## config.mk

```make
export PLATFORM = sky130hd
export DESIGN_NAME = lru_key_value_cache
export DESIGN_NICKNAME = d
export VERILOG_FILES = /design/src/design/lkv_pkg.sv /design/src/design/lkv_in_reg.sv /design/src/design/lkv_store.sv /design/src/design/lkv_out_reg.sv /design/src/design/lru_key_value_cache.sv
export SDC_FILE = /design/constraint.sdc
export NUM_CORES = 2
export LEC_CHECK = 0
export BUFFER_PORTS_ARGS = -buffer_cell sky130_fd_sc_hd__buf_2
export CAP_MARGIN = 40
export CORE_MARGIN = 3
export CORE_UTILIZATION = 55
export CTS_BUF_LIST = sky130_fd_sc_hd__clkbuf_8
export DETAILED_ROUTE_END_ITERATION = 8
export GPL_TIMING_DRIVEN = 0
export PLACE_DENSITY = 0.74
export SETUP_SLACK_MARGIN = 0.3
export SYNTH_ARGS = -nofsm -noshare
export SYNTH_HDL_FRONTEND = slang
export SYNTH_SLANG_ARGS = --single-unit
```

## constraint.sdc

```tcl
create_clock -name clk -period 6.6 [get_ports clk]
set_input_delay 1.32 -clock clk [delete_from_list [all_inputs] [get_ports clk]]
set_output_delay 1.32 -clock clk [all_outputs]
set_load 0.01 [all_outputs]
```

## src/design/lkv_pkg.sv

```systemverilog
// Shared types and constants for the LRU key-value cache.
// No dependencies; used by every module of the block and by its checker.
package lkv_pkg;

  localparam int MAX_ENTRIES_DEF = 16;
  localparam int DATA_BITS_DEF   = 32;
  localparam int FIELD_BITS      = 32;
  // widest storage word; the input key is zero-extended to this before trimming
  localparam int WIDE_BITS       = 64;
  localparam int CAP_BITS        = 5;

  localparam logic [CAP_BITS-1:0]   CAP_RESET  = 5'd16;
  localparam logic [FIELD_BITS-1:0] MISS_VALUE = '1;  // -1

  localparam logic CMD_GET = 1'b0;
  localparam logic CMD_PUT = 1'b1;

  typedef struct packed {
    logic                         cmd;
    logic signed [FIELD_BITS-1:0] lookup_key;
    logic signed [FIELD_BITS-1:0] write_value;
  } in_item_t;

  typedef struct packed {
    logic                         key_found;
    logic signed [FIELD_BITS-1:0] read_value;
    logic                         did_evict;
    logic signed [FIELD_BITS-1:0] evicted_key;
  } out_item_t;

endpackage

```

## src/design/lkv_in_reg.sv

```systemverilog
// Input register of the LRU key-value cache: holds one accepted item.
// Depends on lkv_pkg.
module lkv_in_reg (
  input  logic             clk,
  input  logic             rst,
  input  logic             in_valid,
  output logic             in_stall,
  input  lkv_pkg::in_item_t in_item,
  input  logic             advance,
  output logic             held,
  output lkv_pkg::in_item_t held_item
);

  logic load;

  assign in_stall = held && !advance;
  assign load     = in_valid && !in_stall;

  always_ff @(posedge clk) begin
    if (rst) begin
      held <= 1'b0;
    end else if (load) begin
      held <= 1'b1;
    end else if (advance) begin
      held <= 1'b0;
    end
  end

  always_ff @(posedge clk) begin
    if (load) begin
      held_item <= in_item;
    end
  end

endmodule

```

## src/design/lkv_store.sv

```systemverilog
// Entry store of the LRU key-value cache: per-entry valid, key, value and age,
// parallel key match, result forming and recency update. Depends on lkv_pkg.
module lkv_store #(
  parameter int MAX_ENTRIES = lkv_pkg::MAX_ENTRIES_DEF,
  parameter int DATA_BITS   = lkv_pkg::DATA_BITS_DEF
) (
  input  logic                          clk,
  input  logic                          rst,
  input  logic                          cfg_wr_en,
  input  logic [lkv_pkg::CAP_BITS-1:0]  cfg_wr_data,
  input  logic                          step,
  input  lkv_pkg::in_item_t             item,
  output lkv_pkg::out_item_t            result
);

  localparam int AGE_BITS = (MAX_ENTRIES > 1) ? $clog2(MAX_ENTRIES) : 1;
  localparam int CNT_BITS = $clog2(MAX_ENTRIES + 1);
  localparam int LIM_BITS = 8;
  localparam int EXT_BITS = DATA_BITS + lkv_pkg::FIELD_BITS;

  logic [lkv_pkg::CAP_BITS-1:0] capacity;
  logic [MAX_ENTRIES-1:0]       valid;
  logic [MAX_ENTRIES-1:0]       valid_next;
  logic [DATA_BITS-1:0]         keys   [MAX_ENTRIES];
  logic [DATA_BITS-1:0]         values [MAX_ENTRIES];
  logic [AGE_BITS-1:0]          ages      [MAX_ENTRIES];
  logic [AGE_BITS-1:0]          ages_next [MAX_ENTRIES];
  logic [CNT_BITS-1:0]          count;
  logic [CNT_BITS-1:0]          count_next;

  logic [lkv_pkg::WIDE_BITS-1:0] key_wide;
  logic [lkv_pkg::WIDE_BITS-1:0] val_wide;
  logic [DATA_BITS-1:0]          key_d;
  logic [DATA_BITS-1:0]          val_d;

  logic [LIM_BITS-1:0]    cap_ext;
  logic [LIM_BITS-1:0]    limit;
  logic                   full;
  logic [AGE_BITS-1:0]    last_age;
  logic [MAX_ENTRIES-1:0] hit_vec;
  logic [MAX_ENTRIES-1:0] victim_vec;
  logic [MAX_ENTRIES-1:0] free_vec;
  logic [MAX_ENTRIES-1:0] first_free;
  logic [MAX_ENTRIES-1:0] slot_vec;
  logic                   hit;
  logic                   is_put;
  logic                   insert;
  logic                   evict;
  logic [AGE_BITS-1:0]    hit_age;
  logic [DATA_BITS-1:0]   hit_value;
  logic [DATA_BITS-1:0]   victim_key;
  logic [EXT_BITS-1:0]    hit_value_ext;
  logic [EXT_BITS-1:0]    victim_key_ext;

  // storage keeps DATA_BITS of the zero-extended field
  assign key_wide = {{(lkv_pkg::WIDE_BITS - lkv_pkg::FIELD_BITS){1'b0}}, item.lookup_key};
  assign val_wide = {{(lkv_pkg::WIDE_BITS - lkv_pkg::FIELD_BITS){1'b0}}, item.write_value};
  assign key_d    = key_wide[DATA_BITS-1:0];
  assign val_d    = val_wide[DATA_BITS-1:0];

  // capacity zero acts as one, above the entry count saturates
  assign cap_ext = LIM_BITS'(capacity);
  always_comb begin
    if (cap_ext == '0) begin
      limit = LIM_BITS'(1);
    end else if (cap_ext > LIM_BITS'(MAX_ENTRIES)) begin
      limit = LIM_BITS'(MAX_ENTRIES);
    end else begin
      limit = cap_ext;
    end
  end

  assign full     = LIM_BITS'(count) >= limit;
  // valid ages are always 0 .. count-1, so the oldest one is count-1
  assign last_age = AGE_BITS'(count - CNT_BITS'(1));
  assign is_put   = item.cmd == lkv_pkg::CMD_PUT;

  always_comb begin
    hit_age    = '0;
    hit_value  = '0;
    victim_key = '0;
    for (int i = 0; i < MAX_ENTRIES; i++) begin
      hit_vec[i]    = valid[i] && (keys[i] == key_d);
      victim_vec[i] = valid[i] && (ages[i] == last_age);
      hit_age       = hit_age    | (hit_vec[i]    ? ages[i]   : '0);
      hit_value     = hit_value  | (hit_vec[i]    ? values[i] : '0);
      victim_key    = victim_key | (victim_vec[i] ? keys[i]   : '0);
    end
  end

  assign hit        = |hit_vec;
  assign insert     = is_put && !hit;
  assign evict      = insert && full;
  assign free_vec   = ~valid;
  assign first_free = free_vec & (~free_vec + MAX_ENTRIES'(1));
  assign slot_vec   = evict ? victim_vec : first_free;

  assign hit_value_ext  = {{lkv_pkg::FIELD_BITS{1'b0}}, hit_value};
  assign victim_key_ext = {{lkv_pkg::FIELD_BITS{1'b0}}, victim_key};

  always_comb begin
    result.key_found = hit;
    if (is_put) begin
      result.read_value = '0;
    end else if (hit) begin
      result.read_value = hit_value_ext[lkv_pkg::FIELD_BITS-1:0];
    end else begin
      result.read_value = lkv_pkg::MISS_VALUE;
    end
    result.did_evict   = evict;
    result.evicted_key = evict ? victim_key_ext[lkv_pkg::FIELD_BITS-1:0] : '0;
  end

  always_comb begin
    valid_next = valid;
    count_next = count;
    for (int i = 0; i < MAX_ENTRIES; i++) begin
      ages_next[i] = ages[i];
      if (hit) begin
        if (hit_vec[i]) begin
          ages_next[i] = '0;
        end else if (valid[i] && ages[i] < hit_age) begin
          ages_next[i] = ages[i] + AGE_BITS'(1);
        end
      end else if (insert) begin
        if (slot_vec[i]) begin
          valid_next[i] = 1'b1;
          ages_next[i]  = '0;
        end else if (valid[i]) begin
          ages_next[i] = ages[i] + AGE_BITS'(1);
        end
      end
    end
    if (insert && !full) begin
      count_next = count + CNT_BITS'(1);
    end
  end

  always_ff @(posedge clk) begin
    if (rst) begin
      capacity <= lkv_pkg::CAP_RESET;
      valid    <= '0;
      count    <= '0;
    end else if (cfg_wr_en) begin
      capacity <= cfg_wr_data;
      valid    <= '0;
      count    <= '0;
    end else if (step) begin
      valid <= valid_next;
      count <= count_next;
    end
  end

  always_ff @(posedge clk) begin
    if (step) begin
      for (int i = 0; i < MAX_ENTRIES; i++) begin
        ages[i] <= ages_next[i];
        if ((insert && slot_vec[i]) || (is_put && hit_vec[i])) begin
          values[i] <= val_d;
        end
        if (insert && slot_vec[i]) begin
          keys[i] <= key_d;
        end
      end
    end
  end

endmodule

```

## src/design/lkv_out_reg.sv

```systemverilog
// Result register of the LRU key-value cache: holds one result item until taken.
// Depends on lkv_pkg.
module lkv_out_reg (
  input  logic               clk,
  input  logic               rst,
  input  logic               step,
  input  lkv_pkg::out_item_t result,
  output logic               advance,
  output logic               out_valid,
  input  logic               out_stall,
  output lkv_pkg::out_item_t out_item
);

  assign advance = !out_valid || !out_stall;

  always_ff @(posedge clk) begin
    if (rst) begin
      out_valid <= 1'b0;
    end else if (step) begin
      out_valid <= 1'b1;
    end else if (advance) begin
      out_valid <= 1'b0;
    end
  end

  always_ff @(posedge clk) begin
    if (step) begin
      out_item <= result;
    end
  end

endmodule

```

## src/design/lru_key_value_cache.sv

```systemverilog
// LRU key-value cache, top level.
//
// Input channel in_valid/in_stall/in_item carries get or put items; output
// channel out_valid/out_stall/out_item returns exactly one result item per
// input item, in order. An item is taken at an edge with valid high and
// stall low. cfg_wr_en/cfg_wr_data write the capacity register and empty
// the store; write it only when no item is in flight.
// An item passes from the input register through lkv_store into the result register,
// which is taken once out_stall is low. Throughput: one item per cycle while out_stall is low,
// set by the key match across all entries and age update in lkv_store.
// An output stall holds the result register; the item behind it waits in
// the input register and in_stall rises once both are occupied, so no item
// is lost. Reset empties the store and sets the capacity to 16; no clearing
// pass is needed since every entry has its own valid bit.
// Depends on lkv_pkg, lkv_in_reg, lkv_store and lkv_out_reg.
module lru_key_value_cache #(
  parameter int MAX_ENTRIES = lkv_pkg::MAX_ENTRIES_DEF,
  parameter int DATA_BITS   = lkv_pkg::DATA_BITS_DEF
) (
  input  logic                         clk,
  input  logic                         rst,
  input  logic                         cfg_wr_en,
  input  logic [lkv_pkg::CAP_BITS-1:0] cfg_wr_data,
  input  logic                         in_valid,
  output logic                         in_stall,
  input  lkv_pkg::in_item_t            in_item,
  output logic                         out_valid,
  input  logic                         out_stall,
  output lkv_pkg::out_item_t           out_item
);

  logic               advance;
  logic               held;
  logic               step;
  lkv_pkg::in_item_t  held_item;
  lkv_pkg::out_item_t result;

  assign step = held && advance;

  lkv_in_reg u_in_reg (
    .clk       (clk),
    .rst       (rst),
    .in_valid  (in_valid),
    .in_stall  (in_stall),
    .in_item   (in_item),
    .advance   (advance),
    .held      (held),
    .held_item (held_item)
  );

  lkv_store #(
    .MAX_ENTRIES (MAX_ENTRIES),
    .DATA_BITS   (DATA_BITS)
  ) u_store (
    .clk         (clk),
    .rst         (rst),
    .cfg_wr_en   (cfg_wr_en),
    .cfg_wr_data (cfg_wr_data),
    .step        (step),
    .item        (held_item),
    .result      (result)
  );

  lkv_out_reg u_out_reg (
    .clk       (clk),
    .rst       (rst),
    .step      (step),
    .result    (result),
    .advance   (advance),
    .out_valid (out_valid),
    .out_stall (out_stall),
    .out_item  (out_item)
  );

endmodule

```

==> flow_metrics.env <==
export IMPL_drtAntennaViolNets=0
export IMPL_htree_num_levels=4
export IMPL_first_iter_violations=9733
export IMPL_total_power_mw=16.3
export IMPL_gp_congestion=1.12
export IMPL_endpoint_kind="flip-flop"
export IMPL_dieArea_um2=104000
export IMPL_clk_latency_ns=0.95
export IMPL_holdCritStartpoint="u_store.count[4]$_SDFFE_PP0P_"
export IMPL_setup_viol=0
export IMPL_crit_fanout=10
export IMPL_path_clk_slew_ns=0.07
export IMPL_crit_family="buffers and inverters"
export IMPL_critical_path_class="reg -> reg"
export IMPL_p_per_area_nw_per_um2=252
export IMPL_synth_area_um2=54800
export IMPL_sw_frac_of_total=0.245
export IMPL_regToRegStartpoint="u_in_reg.held_item[46]$_DFFE_PP_"
export IMPL_die_height_um=322
export IMPL_slew_headroom=0.258
export IMPL_p_leak_nw=20.9
export IMPL_antenna_found_initial=43
export IMPL_cpMostUsedCell="clkbuf_1"
export IMPL_syn_inst=3777
export IMPL_grt_setup_unrepaired="false"
export IMPL_hold_buffers=0
export IMPL_critPathBufInv=6
export IMPL_cts_tree="done"
export IMPL_grt_pass1_vias=39112
export IMPL_combPwrFrac=0.045
export IMPL_p_clk_frac=0.412
export IMPL_portBuffers=140
export IMPL_seqPwrFrac=0.542
export IMPL_start_util=0.556
export IMPL_crit_path_cell_trace="buf_4, buf_2, buf_4, xnor2_1, nand3_1, nor3_2, and4_1, clkbuf_1, clkbuf_1, clkbuf_1, a221oi_1, a41oi_1"
export IMPL_final_cells=5816
export IMPL_hpwlAfterDp_um=195000
export IMPL_critPathSlowestCell="xnor2_1"
export IMPL_synth_main_ff_cell="edfxtp_1"
export IMPL_drt_wl_total_um=264000
export IMPL_skew_ns=0.0632
export IMPL_violations="DRC"
export IMPL_hold_viol=0
export IMPL_numCtsBuffers=196
export IMPL_synth_async_reset_ratio=0
export IMPL_max_stage_delay_ns=0.75
export IMPL_required_ns=7.30
export IMPL_vdd_drop_max_v=0.000363
export IMPL_routedWlPerCell_um=45.4
export IMPL_seq_area_frac_synth=0.678
export IMPL_maxCapViolations=0
export IMPL_nets=4460
export IMPL_grt_pass1_wl_um=345000
export IMPL_dr_pass1_iters=9
export IMPL_root_buffer="clkbuf_8"
export IMPL_rows=115
export IMPL_vias_per_cell=7.51
export IMPL_max_freq_mhz=152
export IMPL_ys_warn_count=0
export IMPL_ioPinCount=143
export IMPL_status="finished with violations"
export IMPL_gr_usage_all_layers=0.503
export IMPL_placed_cells=5395
export IMPL_start_kind="flip-flop"
export IMPL_drv_slew=0
export IMPL_post_route_period_util=1.00
export IMPL_overflow=0
export IMPL_syn_nets=3891
export IMPL_r2r_slack_ns=0.003
export IMPL_die_w_um=322
export IMPL_vias=43702
export IMPL_min_path_type="reg -> reg"
export IMPL_synth_seq_cells=1247
export IMPL_worst_pin_slew_ns=1.11
export IMPL_syn2layout_area_growth_pct=18.1
export IMPL_grt_max_degree=38
export IMPL_crit_path_start="u_in_reg.held_item[46]$_DFFE_PP_"
export IMPL_finalCriticalPeriod_ns=6.60
export IMPL_drive_above_1_share=0.187
export IMPL_arrival_ns=7.30
export IMPL_cts_sinks=1247
export IMPL_ys_types=74
export IMPL_fp_coreArea_um2=98700
export IMPL_p_int_mw=12.3
export IMPL_cts_buffer_depth=3
export IMPL_synth_area_per_cell_um2=14.5
export IMPL_switchingPower_mw=4.01
export IMPL_drc=1
export IMPL_synth_edf_count=1219
==> power groups by stage <==
stage	Sequential (mW)	Clock (mW)	Combinational [mW]
2_1_floorplan	8.99	0	0.307
3_3_place_gp	9.03	0	0.628
3_5_place_dp	9.03	0	0.657
4_1_cts	8.87	6.67	0.662
5_1_grt	8.87	7.01	0.725
6_report	8.86	6.74	0.740
==> routing by layer <==
metal / GRT usage / up-vias / part of all wire
met5: 0.0208 / - / 0.0019
li1: - / 16195 / -
met4: 0.286 / 28 / 0.076
met1: 0.644 / 21323 / 0.34
met3: 0.256 / 1115 / 0.18
met2: 0.686 / 5041 / 0.40
==> final timing paths <==
path,end,cells past startpoint
setup reg to reg,u_out_reg.out_item[38]$_SDFFCE_PP0P_,12
hold reg to reg,u_store.count[4]$_SDFFE_PP0P_,2
hold / removal,u_store.count[4]$_SDFFE_PP0P_,2
setup / recovery,u_out_reg.out_item[38]$_SDFFCE_PP0P_,12
==> tightest hold or removal path: stages (launching register included) <==
cell	delay, ns
dfxtp_1	0.32
nand2_1	0.06
mux2i_1	0.06
==> synth_stat cells (all sizes together), types with 7 or more instances <==
library cell / count / area (µm²)
inv: 79 / 297
o2111ai: 15 / 131
clkbuf: 119 / 447
and3: 42 / 263
nand4: 178 / 1110
a41oi: 32 / 280
o21a: 19 / 143
a22o: 134 / 1170
a221oi: 138 / 1210
nor2: 175 / 657
o211ai: 17 / 128
nor2b: 25 / 156
a311oi: 11 / 96.3
xor2: 97 / 850
a221o: 7 / 70.1
a21oi: 45 / 236
a21boi: 7 / 52.6
xnor2: 487 / 4270
buf: 114 / 642
o2111a: 7 / 78.8
nand3: 133 / 666
nor3: 80 / 405
a22oi: 258 / 1940
nand2: 48 / 180
o221ai: 9 / 78.8
o22ai: 10 / 62.6
a21o: 17 / 128
nor4: 49 / 344
o21ai: 22 / 110
and4: 16 / 140
ha: 39 / 488
nand2b: 11 / 68.8
a2111oi: 7 / 86.3
and2: 15 / 93.8
edfxtp: 1219 / 36600
dfxtp: 28 / 561
==> sequential cells by signal, summed over array words and instances (netlist names) <==
name                 count
u_store.keys           512
u_out_reg.out_valid      1
u_store.values         512
u_out_reg.out_item      66
u_store.capacity         5
u_store.count            5
u_store.ages            64
u_in_reg.held            1
u_in_reg.held_item      65
u_store.valid           16
==> logic make-up (layout without fill, tap and decap cells) <==
| family | count (synthesis) | count (layout) | synth area share |
|---|---|---|---|
| multiplexers | 8 | 8 | 0.00153 |
| XOR/XNOR | 584 | 584 | 0.0934 |
| buffers and inverters | 312 | 1041 | 0.0253 |
| adder cells (fa/ha/maj) | 45 | 45 | 0.00999 |
| AND/OR/NAND/NOR | 789 | 789 | 0.0770 |
| flip-flops | 1247 | 1247 | 0.678 |
| other | 0 | 23 | 0 |
| AO/OA/AOI/OAI | 792 | 792 | 0.115 |
==> stage by stage <==
step | instance area (µm²) | hold WS, ns | util | setup slack (ns) | setup TNS (ns)
after floorplan | 54900 | 0.451 | - | 0.352 | 0
after detailed placement | 60300 | 0.489 | 0.611 | -0.131 | -7.39
after global routing | 64700 | 0.519 | 0.656 | 0.307 | 0
after CTS | 64400 | 0.491 | 0.652 | 0.314 | 0
final | 64800 | 0.492 | 0.656 | 0.00279 | 0
after global placement | 57200 | 0.461 | 0.579 | -9.28 | -6487.62
==> layout by cell type, fill, tap and decap left out, drive strengths merged, types with 9 or more instances in the layout <==
master   netlist  final
a21o          17     17
a21oi         45     45
a221oi       138    138
a22o         134    134
a22oi        258    258
a311oi        11     11
a41oi         32     32
and2          15     15
and3          42     42
and4          16     16
buf          114    475
bufinv         0     12
clkbuf       119    328
clkinv         0     84
dfxtp         28     28
diode          0     23
edfxtp      1219   1219
ha            39     39
inv           79    138
nand2         48     48
nand2b        11     11
nand3        133    133
nand4        178    178
nor2         175    175
nor2b         25     25
nor3          80     80
nor4          49     49
o2111ai       15     15
o211ai        17     17
o21a          19     19
o21ai         22     22
o221ai         9      9
o22ai         10     10
xnor2        487    487
xor2          97     97
==> what timing repair did <==
item                       in CTS  in global routing
resized for setup               9                 14
setup buffers                   5                 21
setup endpoints to repair     433                614
pin swaps                       5                  3
==> final cells by class <==
type                            count  area (µm²)
Sequential cell                  1247       37200
Fill cell                        6913       33900
Multi-Input combinational cell   2218       16800
Timing Repair Buffer              371        3800
Clock buffer                      202        2780
Tap cell                         1287        1610
Clock inverter                    156        1150
Buffer                            233        1110
Inverter                           79         297
Antenna cell                       23        57.6
Power figures use the tool's default switching activity.
